==> config.mk <==
export PLATFORM = sky130hd
export DESIGN_NAME = geo_tile_index_and_map_size
export DESIGN_NICKNAME = d
export VERILOG_FILES = /design/src/gti_pkg.sv /design/src/geo_tile_index_and_map_size.sv /design/src/gti_calc.sv
export SDC_FILE = /design/constraint.sdc
export NUM_CORES = 1
export LEC_CHECK = 0
export CAP_MARGIN = 40
export CORE_MARGIN = 8
export CORE_UTILIZATION = 65
export CTS_BUF_LIST = sky130_fd_sc_hd__clkbuf_8 sky130_fd_sc_hd__clkbuf_16
export DETAILED_ROUTE_END_ITERATION = 6
export DONT_BUFFER_PORTS = 1
export GPL_TIMING_DRIVEN = 1
export PLACE_DENSITY = 0.92
export SLEW_MARGIN = 20
export SYNTH_ARGS = -nofsm -noshare
export SYNTH_HDL_FRONTEND = slang
export SYNTH_HIERARCHICAL = 1
export SYNTH_SLANG_ARGS = --single-unit
==> constraint.sdc <==
create_clock -name clk -period 17.2 [get_ports clk]
set_input_delay 1.72 -clock clk [delete_from_list [all_inputs] [get_ports clk]]
set_output_delay 1.72 -clock clk [all_outputs]
set_load 0.05 [all_outputs]
==> src/gti_pkg.sv <==
package gti_pkg;

  localparam int LEVEL_COUNT_DEF = 16;

  localparam int LAT_W   = 9;
  localparam int LON_W   = 16;
  localparam int LEVEL_W = 4;
  localparam int ILAT_W  = 8;
  localparam int ILON_W  = 9;
  localparam int TW_W    = 9;
  localparam int WEXP_W  = 5;
  localparam int ADJ_W   = 7;

  localparam int LAT_COUNT = 180;
  localparam int LON_COUNT = 360;
  localparam int LAT_OFFSET = 90;
  localparam int LAT_POLE = 90;
  localparam int LAT_POLE_FOLD = 89;

  localparam int BAND_2 = 83;
  localparam int BAND_4 = 86;
  localparam int BAND_8 = 88;
  localparam int BAND_POLE = 89;
  localparam int POLE_WIDTH = 360;

  // Bias that lifts any 16-bit longitude to a positive multiple-of-360 offset.
  localparam int LON_BIAS = 33120;
  localparam int LON_RECIP_SHIFT = 24;
  localparam int LON_RECIP = 46604;
  localparam int TEN_RECIP_SHIFT = 12;
  localparam int TEN_RECIP = 410;
  localparam int CHUNK = 10;

  typedef struct packed {
    logic                  loc_valid;
    logic [ILAT_W-1:0]     tile_lat;
    logic [ILON_W-1:0]     tile_lon;
    logic [TW_W-1:0]       tile_width;
    logic [ILAT_W-1:0]     chunk_lat;
    logic [ILON_W-1:0]     chunk_lon;
    logic [LEVEL_W-1:0]    map_height_log2;
    logic [WEXP_W-1:0]     map_width_log2;
  } result_t;

  // Rounded log2 of cos(latitude) times tile width, indexed by internal latitude.
  localparam logic signed [ADJ_W-1:0] WIDTH_EXP_ADJ [LAT_COUNT] = '{
    -7'sd46, -7'sd3, -7'sd3, -7'sd2, -7'sd3, -7'sd3, -7'sd2, -7'sd3, -7'sd3, -7'sd3,
    -7'sd3, -7'sd2, -7'sd2, -7'sd2, -7'sd2, -7'sd2, -7'sd2, -7'sd2, -7'sd2, -7'sd2,
    -7'sd2, -7'sd1, -7'sd1, -7'sd1, -7'sd1, -7'sd1, -7'sd1, -7'sd1, -7'sd1, -7'sd1,
    -7'sd1, -7'sd1, -7'sd1, -7'sd1, -7'sd1, -7'sd1, -7'sd1, -7'sd1, -7'sd1, -7'sd1,
    -7'sd1, -7'sd1, -7'sd1, -7'sd1, -7'sd1, -7'sd1, 7'sd0, 7'sd0, 7'sd0, 7'sd0,
    7'sd0, 7'sd0, 7'sd0, 7'sd0, 7'sd0, 7'sd0, 7'sd0, 7'sd0, 7'sd0, 7'sd0,
    7'sd0, 7'sd0, 7'sd0, 7'sd0, 7'sd0, 7'sd0, 7'sd0, 7'sd0, 7'sd0, 7'sd0,
    7'sd0, 7'sd0, 7'sd0, 7'sd0, 7'sd0, 7'sd0, 7'sd0, 7'sd0, 7'sd0, 7'sd0,
    7'sd0, 7'sd0, 7'sd0, 7'sd0, 7'sd0, 7'sd0, 7'sd0, 7'sd0, 7'sd0, 7'sd0,
    7'sd0, 7'sd0, 7'sd0, 7'sd0, 7'sd0, 7'sd0, 7'sd0, 7'sd0, 7'sd0, 7'sd0,
    7'sd0, 7'sd0, 7'sd0, 7'sd0, 7'sd0, 7'sd0, 7'sd0, 7'sd0, 7'sd0, 7'sd0,
    7'sd0, 7'sd0, 7'sd0, 7'sd0, 7'sd0, 7'sd0, 7'sd0, 7'sd0, 7'sd0, 7'sd0,
    7'sd0, 7'sd0, 7'sd0, 7'sd0, 7'sd0, 7'sd0, 7'sd0, 7'sd0, 7'sd0, 7'sd0,
    7'sd0, 7'sd0, 7'sd0, 7'sd0, 7'sd0, -7'sd1, -7'sd1, -7'sd1, -7'sd1, -7'sd1,
    -7'sd1, -7'sd1, -7'sd1, -7'sd1, -7'sd1, -7'sd1, -7'sd1, -7'sd1, -7'sd1, -7'sd1,
    -7'sd1, -7'sd1, -7'sd1, -7'sd1, -7'sd1, -7'sd1, -7'sd1, -7'sd1, -7'sd1, -7'sd1,
    -7'sd2, -7'sd2, -7'sd2, -7'sd2, -7'sd2, -7'sd2, -7'sd2, -7'sd2, -7'sd2, -7'sd2,
    -7'sd3, -7'sd3, -7'sd3, -7'sd2, -7'sd2, -7'sd3, -7'sd2, -7'sd2, -7'sd2, 7'sd3
  };

endpackage

==> src/geo_tile_index_and_map_size.sv <==
// A result passes through the input register and then the result register before it
// appears on the output port.
// Throughput: one location per cycle while out_ready is high, set by the input register
// and result register pair around a single pass of combinational logic.
// A waiting result blocks input only when the input register also holds an item.
// Reset clears only the valid flags of both register stages; the data registers are not reset.
module geo_tile_index_and_map_size #(
  parameter int LEVEL_COUNT = gti_pkg::LEVEL_COUNT_DEF
) (
  input  logic                               clk,
  input  logic                               rst,
  input  logic                               in_valid,
  output logic                               in_ready,
  input  logic signed [gti_pkg::LAT_W-1:0]   lat_deg,
  input  logic signed [gti_pkg::LON_W-1:0]   lon_deg,
  input  logic                               standard_form,
  input  logic [gti_pkg::LEVEL_W-1:0]        map_level,
  output logic                               out_valid,
  input  logic                               out_ready,
  output logic                               loc_valid,
  output logic [gti_pkg::ILAT_W-1:0]         tile_lat,
  output logic [gti_pkg::ILON_W-1:0]         tile_lon,
  output logic [gti_pkg::TW_W-1:0]           tile_width,
  output logic [gti_pkg::ILAT_W-1:0]         chunk_lat,
  output logic [gti_pkg::ILON_W-1:0]         chunk_lon,
  output logic [gti_pkg::LEVEL_W-1:0]        map_height_log2,
  output logic [gti_pkg::WEXP_W-1:0]         map_width_log2
);

  logic                              stage_valid;
  logic signed [gti_pkg::LAT_W-1:0]  stage_lat;
  logic signed [gti_pkg::LON_W-1:0]  stage_lon;
  logic                              stage_std;
  logic [gti_pkg::LEVEL_W-1:0]       stage_level;
  logic                              stage_ready;
  gti_pkg::result_t                  calc_result;
  gti_pkg::result_t                  result;

  assign stage_ready = !out_valid || out_ready;
  assign in_ready = !stage_valid || stage_ready;

  always_ff @(posedge clk) begin
    if (rst) begin
      stage_valid <= 1'b0;
    end else if (in_ready) begin
      stage_valid <= in_valid;
    end
    if (in_valid && in_ready) begin
      stage_lat <= lat_deg;
      stage_lon <= lon_deg;
      stage_std <= standard_form;
      stage_level <= map_level;
    end
  end

  gti_calc #(
    .LEVEL_COUNT(LEVEL_COUNT)
  ) u_calc (
    .lat_deg(stage_lat),
    .lon_deg(stage_lon),
    .standard_form(stage_std),
    .map_level(stage_level),
    .result(calc_result)
  );

  always_ff @(posedge clk) begin
    if (rst) begin
      out_valid <= 1'b0;
    end else if (stage_ready) begin
      out_valid <= stage_valid;
    end
    if (stage_valid && stage_ready) begin
      result <= calc_result;
    end
  end

  assign loc_valid = result.loc_valid;
  assign tile_lat = result.tile_lat;
  assign tile_lon = result.tile_lon;
  assign tile_width = result.tile_width;
  assign chunk_lat = result.chunk_lat;
  assign chunk_lon = result.chunk_lon;
  assign map_height_log2 = result.map_height_log2;
  assign map_width_log2 = result.map_width_log2;

endmodule

==> src/gti_calc.sv <==
module gti_calc #(
  parameter int LEVEL_COUNT = gti_pkg::LEVEL_COUNT_DEF
) (
  input  logic signed [gti_pkg::LAT_W-1:0]   lat_deg,
  input  logic signed [gti_pkg::LON_W-1:0]   lon_deg,
  input  logic                               standard_form,
  input  logic [gti_pkg::LEVEL_W-1:0]        map_level,
  output gti_pkg::result_t                   result
);

  localparam logic [gti_pkg::LEVEL_W-1:0] LEVEL_MAX = gti_pkg::LEVEL_W'(LEVEL_COUNT - 1);

  logic signed [gti_pkg::LAT_W:0]   lat_fold;
  logic signed [gti_pkg::LAT_W:0]   lat_int;
  logic signed [gti_pkg::LON_W+1:0] lon_biased;
  logic [gti_pkg::LON_W:0]          lon_u;
  logic [gti_pkg::LON_W+16:0]       lon_prod;
  logic [7:0]                       lon_q;
  logic [gti_pkg::LON_W:0]          lon_q360;
  logic [gti_pkg::LON_W:0]          lon_rem;
  logic                             lat_ok;
  logic                             lon_ok;
  logic [gti_pkg::ILAT_W-1:0]       ilat;
  logic [gti_pkg::ILON_W-1:0]       ilon;
  logic [6:0]                       band;
  logic [gti_pkg::TW_W-1:0]         width;
  logic [gti_pkg::ILON_W-1:0]       tlon;
  logic [gti_pkg::ILAT_W+8:0]       clat_prod;
  logic [gti_pkg::ILON_W+8:0]       clon_prod;
  logic [4:0]                       clat_q;
  logic [5:0]                       clon_q;
  logic [gti_pkg::LEVEL_W-1:0]      level;
  logic signed [7:0]                wsum;

  always_comb begin
    lat_fold = (lat_deg == gti_pkg::LAT_W'(gti_pkg::LAT_POLE))
             ? 10'(signed'(gti_pkg::LAT_POLE_FOLD))
             : 10'(lat_deg);
    lat_int = standard_form ? 10'(lat_fold + 10'(signed'(gti_pkg::LAT_OFFSET))) : 10'(lat_deg);
    lat_ok = (lat_int >= 0) && (lat_int < 10'(signed'(gti_pkg::LAT_COUNT)));

    lon_biased = 18'(lon_deg) + 18'(signed'(gti_pkg::LON_BIAS));
    lon_u = lon_biased[gti_pkg::LON_W:0];
    lon_prod = 33'(lon_u) * 33'(gti_pkg::LON_RECIP);
    lon_q = lon_prod[gti_pkg::LON_RECIP_SHIFT +: 8];
    lon_q360 = (17'(lon_q) << 8) + (17'(lon_q) << 6) + (17'(lon_q) << 5) + (17'(lon_q) << 3);
    lon_rem = lon_u - lon_q360;

    lon_ok = standard_form
           || ((lon_deg >= 0) && (lon_deg < 16'(signed'(gti_pkg::LON_COUNT))));
    ilat = lat_int[gti_pkg::ILAT_W-1:0];
    ilon = standard_form ? lon_rem[gti_pkg::ILON_W-1:0] : lon_deg[gti_pkg::ILON_W-1:0];

    band = (ilat >= 8'(gti_pkg::LAT_OFFSET))
         ? 7'(ilat - 8'(gti_pkg::LAT_OFFSET))
         : 7'(8'(gti_pkg::LAT_OFFSET - 1) - ilat);
    if (band < 7'(gti_pkg::BAND_2)) begin
      width = 9'd1;
    end else if (band < 7'(gti_pkg::BAND_4)) begin
      width = 9'd2;
    end else if (band < 7'(gti_pkg::BAND_8)) begin
      width = 9'd4;
    end else if (band < 7'(gti_pkg::BAND_POLE)) begin
      width = 9'd8;
    end else begin
      width = 9'(gti_pkg::POLE_WIDTH);
    end

    // The polar tile spans all longitudes, so its west edge is always zero.
    tlon = (width == 9'(gti_pkg::POLE_WIDTH)) ? '0 : (ilon & ~(width - 9'd1));

    clat_prod = 17'(ilat) * 17'(gti_pkg::TEN_RECIP);
    clon_prod = 18'(tlon) * 18'(gti_pkg::TEN_RECIP);
    clat_q = clat_prod[gti_pkg::TEN_RECIP_SHIFT +: 5];
    clon_q = clon_prod[gti_pkg::TEN_RECIP_SHIFT +: 6];

    level = (map_level > LEVEL_MAX) ? LEVEL_MAX : map_level;
    wsum = $signed({4'b0000, level}) + 8'(gti_pkg::WIDTH_EXP_ADJ[ilat]);

    result = '0;
    if (lat_ok && lon_ok) begin
      result.loc_valid = 1'b1;
      result.tile_lat = ilat;
      result.tile_lon = tlon;
      result.tile_width = width;
      result.chunk_lat = 8'(clat_q) * 8'(gti_pkg::CHUNK);
      result.chunk_lon = 9'(clon_q) * 9'(gti_pkg::CHUNK);
      result.map_height_log2 = level;
      result.map_width_log2 = (wsum < 0) ? '0 : wsum[gti_pkg::WEXP_W-1:0];
    end
  end

endmodule
Yosys cells after proc, flatten, opt, wreduce, memory -nomap -nowiden. Memories as Yosys holds them, arrays and structs flattened. Index checks and enable logic that the tools add are counted.

ROM bits: 1792. Register bits after elaboration: 85. Memories: 1. Word-level logic and storage cells: 75. Input port bits: 34. Output and inout port bits: 55.

Memories: (name not given) (words 256, bits a word 7, read ports 1, clocked after memory_dff 0, write ports 0, RTL line gti_calc.sv:78) `wsum = $signed({4'b0000, level}) + 8'(gti_pkg::WIDTH_EXP_ADJ[ilat]);`.

Mux-type cells: 14. Equal/unequal tests: 2. Reduce and logical (&&, ||, !) cells: 11. Multipliers: 5. Order comparisons: 12. Bitwise operators: 4. Add/subtract/negate cells: 10.

Operator list (number): $mux W9 (6); $mux W53 (1); $lt A7 B7 Y1 const B (4); $mul A17 B14 Y28 const B (1); $add A9 B9 Y9 (3); $mux W7 (3); $mux W10 (2); $add A16 B17 Y17 const B (1); $mul A9 B8 Y17 const B (1); $ge A16 B1 Y1 const B (1); $lt A16 B10 Y1 const B (1); $mul A8 B8 Y16 const B (1); $add A10 B8 Y10 const B (1); $ge A10 B1 Y1 const B (1); $lt A10 B9 Y1 const B (1); $and A9 B9 Y9 (1); $eq A9 B8 Y1 const B (1); $eq A9 B9 Y1 const B (1); $ge A9 B9 Y1 const B (1); $not A8 Y9 (1); $not A9 Y9 (1); $sub A9 B1 Y9 const B (1); $sub A9 B9 Y9 (1); $add A5 B7 Y8 (1); 14 further kinds (21).

Longest topological paths before layout.
Depth after elaboration: 18. Mapped depth: 59. Depth with buffers taken out: 59.

Cells and area by module. The synthesis kept the hierarchy.

By module, submodules not included: gti_calc (times used 1, seq. area each 0.0 sq um, area each 8340.5 sq um, cells an instance 971); geo_tile_index_and_map_size (times used 1, seq. area each 2532.4 sq um, area each 2596.2 sq um, cells an instance 93).

Worst setup path after synthesis. No wires, ideal clock.

Path kind: reg-to-reg. From: reg stage_lon[5] (netlist bit). To: reg result (netlist bit chunk_lon[8]) (data pin). Required time: 16.936 ns. Arrival: 13.784 ns. Cell stages (with the launch flop): 58. Period minus slack after synthesis: 14.048 ns. Buffers on the path: 0. Setup slack: 3.152 ns. Setup time: 0.264 ns. Cell sequence: edfxtp_1 -> inv_1 -> ha_1 -> inv_1 -> a21oi_1 -> nor2_1 -> xnor2_1 -> inv_1 -> ha_1 -> inv_1 -> fa_1 -> inv_1 -> fa_1 -> inv_1 -> fa_1 -> inv_1 -> ha_1 -> ha_1 -> (+22 left out) -> fa_1 -> fa_1 -> ha_1 -> ha_1 -> and3_1 -> and3_1 -> and2_1 -> a22o_1 -> or4_4 -> o31ai_4 -> o21bai_1 -> xor2_1 -> ha_1 -> fa_1 -> a21o_1 -> a21oi_1 -> nand2b_1 -> mux2i_1.

Cells in the longest elaborated chain, start to end: 11. Elaborated cells between the ends (all ways): 16. Those cells by class: add/sub: 5; mul: 3; order compare: 2; mux: 2; bitwise: 1; reduce/logical: 3.

Ends and longest elaborated chain: start: declaration (RTL line geo_tile_index_and_map_size.sv:32) `logic signed [gti_pkg::LON_W-1:0] stage_lon;`; start signal: assignment (RTL line geo_tile_index_and_map_size.sv:50) `stage_lon <= lon_deg;`; $add A16 B17 Y17 (RTL line gti_calc.sv:42) `lon_biased = 18'(lon_deg) + 18'(signed'(gti_pkg::LON_BIAS));`; $mul A17 B14 Y28 (RTL line gti_calc.sv:44) `lon_prod = 33'(lon_u) * 33'(gti_pkg::LON_RECIP);`; $add A9 B9 Y9 (3 in series) (RTL line gti_calc.sv:46) `lon_q360 = (17'(lon_q) << 8) + (17'(lon_q) << 6) + (17'(lon_q) << 5) + (17'(lon_q) << 3);`; $sub A9 B9 Y9 (RTL line gti_calc.sv:47) `lon_rem = lon_u - lon_q360;`; $mux W9 (RTL line gti_calc.sv:52) `ilon = standard_form ? lon_rem[gti_pkg::ILON_W-1:0] : lon_deg[gti_pkg::ILON_W-1:0];`; $and A9 B9 Y9 (RTL line gti_calc.sv:70) `tlon = (width == 9'(gti_pkg::POLE_WIDTH)) ? '0 : (ilon & ~(width - 9'd1));`; $mux W9 (RTL line gti_calc.sv:70); $mul A9 B8 Y17 (RTL line gti_calc.sv:73) `clon_prod = 18'(tlon) * 18'(gti_pkg::TEN_RECIP);`; $mul A6 B3 Y8 (RTL line gti_calc.sv:87) `result.chunk_lon = 9'(clon_q) * 9'(gti_pkg::CHUNK);`; end signal: assignment (RTL line geo_tile_index_and_map_size.sv:73) `result <= calc_result;`; end: declaration (RTL line geo_tile_index_and_map_size.sv:37) `gti_pkg::result_t result;`.

Several ways; a longest one is shown, not always the timed one. A chain may end at the register's enable or synchronous reset.

Worst setup path in the final report. Ends and elaborated chain as after synthesis.

==> PnR_summary.wiki <==
{| class="wikitable"
! Metric !! Value
|-
| TritonCTS clock tree || built
|-
| Proportion of synthesized chip area in sequential cells || a little under a quarter
|-
| Path class of the lowest-slack min-delay path || register to register
|-
| Primary flip-flop cell chosen by synthesis mapping || edfxtp_1
|-
| Largest fanout on the critical path || 7
|-
| DRC Markers || 0
|-
| Result of the run || completed
|-
| Worst relative slew slack || between 40% and 50%
|-
| Launching point of the worst reg2reg path || stage_lon[5]
|-
| Root Driver || clkbuf_16
|-
| Fraction of layout instances using a drive strength above 1 || 4.49%
|-
| Number of routed nets with antenna violations || 0
|-
| Number of warnings reported in the yosys synthesis log || 6
|-
| Die ar. || between 20000 and 25000 µm²
|-
| Post-synth EDFFs || between 80 and 90
|-
| Crit Path Category || register to register
|-
| Routed WL per cell || around 19 µm
|-
| Crit path top cell by count || ha_1
|-
| Asr flop ratio synth || 0%
|-
| Transition time of the tightest slew-check pin || about 880 ps
|-
| CP Data Arrival Time || around 16000 ps
|-
| Highest-delay cell along the critical path || a2111oi_0
|-
| Clk_skew || between 3 and 4 ps
|-
| Clock-pin transition on the worst setup and hold timing paths || approximately 60 ps
|-
| Overflow after GRT || 0
|-
| Final Hold Vio Count || 0
|-
| Number of vias after detailed routing || around 7800
|-
| Core box area || about 17000 µm²
|-
| Via count of the first global-routing pass || 8266
|-
| Worst setup path startpoint || stage_lon[5]
|-
| TritonCTS buffer count || 9
|-
| Global router's overall resource usage || a little under a quarter
|-
| H-tree lvl count || 3
|-
| Min Tclk post-route || 15560 ps
|-
| Clock latency at the later pin of the worst-skew pair || about 350 ps
|-
| Area growth from synthesis to layout || 4.76%
|-
| Overall die width || 146 µm
|-
| Drt total wl || between 20 and 30 mm
|-
| Detailed-router iteration count before antenna repair || 5
|-
| Number of max-slew violations in the final report || 0
|-
| Cell Area, Synth || between 10000 and 15000 µm²
|-
| Hold Buf Count CTS || 0
|-
| Number of max-capacitance violations reported || 0
|-
| Crit path largest cell delay || 550 ps
|-
| CTS sink cnt || 85
|-
| Die height || about 150 µm
|-
| Worst-case clock buffer depth || 2
|-
| Worst Setup End Kind || register
|-
| Port buffer count || 0
|-
| Setup violation total in the final timing report || 0
|-
| Detailed Place HPWL || about 21 mm
|-
| Number of flip-flops and latches in the synthesized netlist || between 80 and 90
|-
| Final-layout setup total negative slack || 0 ps
|-
| Crit path buf inv count || 9
|-
| Cell family contributing the most delay on the critical path || adder cells
|-
| Count of unique library cells instantiated by Yosys || approximately 80
|-
| Setup bufs post-CTS || 0
|-
| Starting density of the core || about two thirds
|-
| Highest attainable clock frequency || around 64 MHz
|-
| Startpoint Class || register
|-
| Initial antenna violation count || 2
|-
| Synthesized instance count || approximately 1100
|-
| Nets || approximately 1400
|-
| Routability Congestion || ~0.95
|-
| Pin count of the biggest net entering global routing || 54
|-
| Mean cell area of the mapped netlist || between 10 and 15 µm²
|-
| Required time of the critical path || about 17000 ps
|-
| Final worst-path cycle share || ~90%
|-
| Count of routing violations after the opening detailed-route iteration || roughly 700
|-
| Average vias per placed instance || 6.04
|-
| Unrepaired setup endpoints after global routing || no
|-
| Number of rows in the core area || between 40 and 50
|-
| Hold Startpoint || stage_valid
|-
| Global-route wire length before repair || 40.9 mm
|-
| Post-cts resize count || 0
|-
| Top-level I/O count || around 90
|}
-- final timing paths --
path,to,slack [ps],cells after the start
worst max-delay path,chunk_lon[8],1640,57
worst min register to register,out_valid,500,2
worst max register to register,chunk_lon[8],1640,57
worst min-delay path,out_valid,500,2
-- cell usage in the layout (no fill, tap or decap), drive strengths merged, types with 10 or more instances in the layout --
| cell type | synthesis | routed |
|---|---|---|
| inv | 215 | 218 |
| fa | 84 | 84 |
| a211oi | 10 | 10 |
| a21oi | 41 | 41 |
| xor2 | 22 | 22 |
| a21o | 24 | 24 |
| nand3 | 13 | 13 |
| edfxtp | 83 | 83 |
| and2 | 23 | 23 |
| o21ai | 24 | 24 |
| nand2b | 12 | 12 |
| nor2 | 53 | 53 |
| xnor2 | 47 | 47 |
| nand2 | 28 | 28 |
| ha | 235 | 235 |
-- flip-flops by register name, summed over array words and instances (netlist names) --
register	flops
stage_lon	16
chunk_lon	9
stage_lat	9
tile_lon	9
tile_width	9
chunk_lat	8
tile_lat	8
map_width_log2	5
map_height_log2	4
stage_level	4
loc_valid	1
out_valid	1
stage_std	1
stage_valid	1
-- cell families (layout without fill, tap and decap cells) --
| kind of cell | Yosys count | after routing | synth area share (%) |
|---|---|---|---|
| buffers and inverters | 237 | 239 | 8.44 |
| other | 1 | 6 | 0.0343 |
| AOI/OAI and AO/OA | 157 | 157 | 10.0 |
| and+or+nand+nor | 186 | 186 | 9.39 |
| adders and majority gates | 319 | 319 | 42.3 |
| muxes | 8 | 8 | 0.755 |
| xor gates and xnor gates | 71 | 71 | 5.94 |
| DFF | 85 | 85 | 23.2 |
-- synth_stat cells, types with 12 or more instances --
master    count  share of area (%)
a21o_1       24                1.6
a21oi_1      40                1.8
and2_1       21                1.2
edfxtp_1     83                 23
fa_1         84                 15
ha_1        235                 27
inv_1       215                7.4
nand2_1      28               0.96
nand2b_1     12               0.69
nand3_1      12               0.55
nor2_1       53                1.8
o21ai_0      23                1.1
xnor2_1      47                3.8
xor2_1       22                1.8
-- worst min-delay path: cells and delay by family, from the launching register on --
kind            cells  cell delay [ps]
buf+inv             1               60
flops               1              340
compound gates      1               50
-- stage by stage --
stage          setup WS (ps)  instances  util [%]  hold slack (ps)  instance area [µm²]
2_1_floorplan           3150       1067         -              461                10900
3_3_place_gp            2440       1272      67.5              477                11100
3_5_place_dp            1750       1273      67.6              494                11200
4_1_cts                 1720       1289      69.3              504                11500
5_1_grt                  738       1290      69.3              528                11500
6_report                1640       1291      69.3              496                11500
-- cell type report --
type,instances,area [µm²]
repair buffers,5,57.6
flip-flops and latches,85,2530
clock inverters,7,51.3
inverters,218,818
multi-input cells,745,7490
fillers,1046,5070
well taps,220,275
diodes,2,5.00
clock buffers,9,225
-- layer usage --
metal	global-route usage (%)	part of all wire, %	up-vias
li1	-	-	3598
met1	26.7	39	3776
met2	41.9	50	332
met3	4.88	6.4	87
met4	12.8	4.4	0
met5	0	0	-
Power is left out: the tool's default activity adds up to more than one toggle a clock period on the data nets, which glitch-free logic cannot reach.
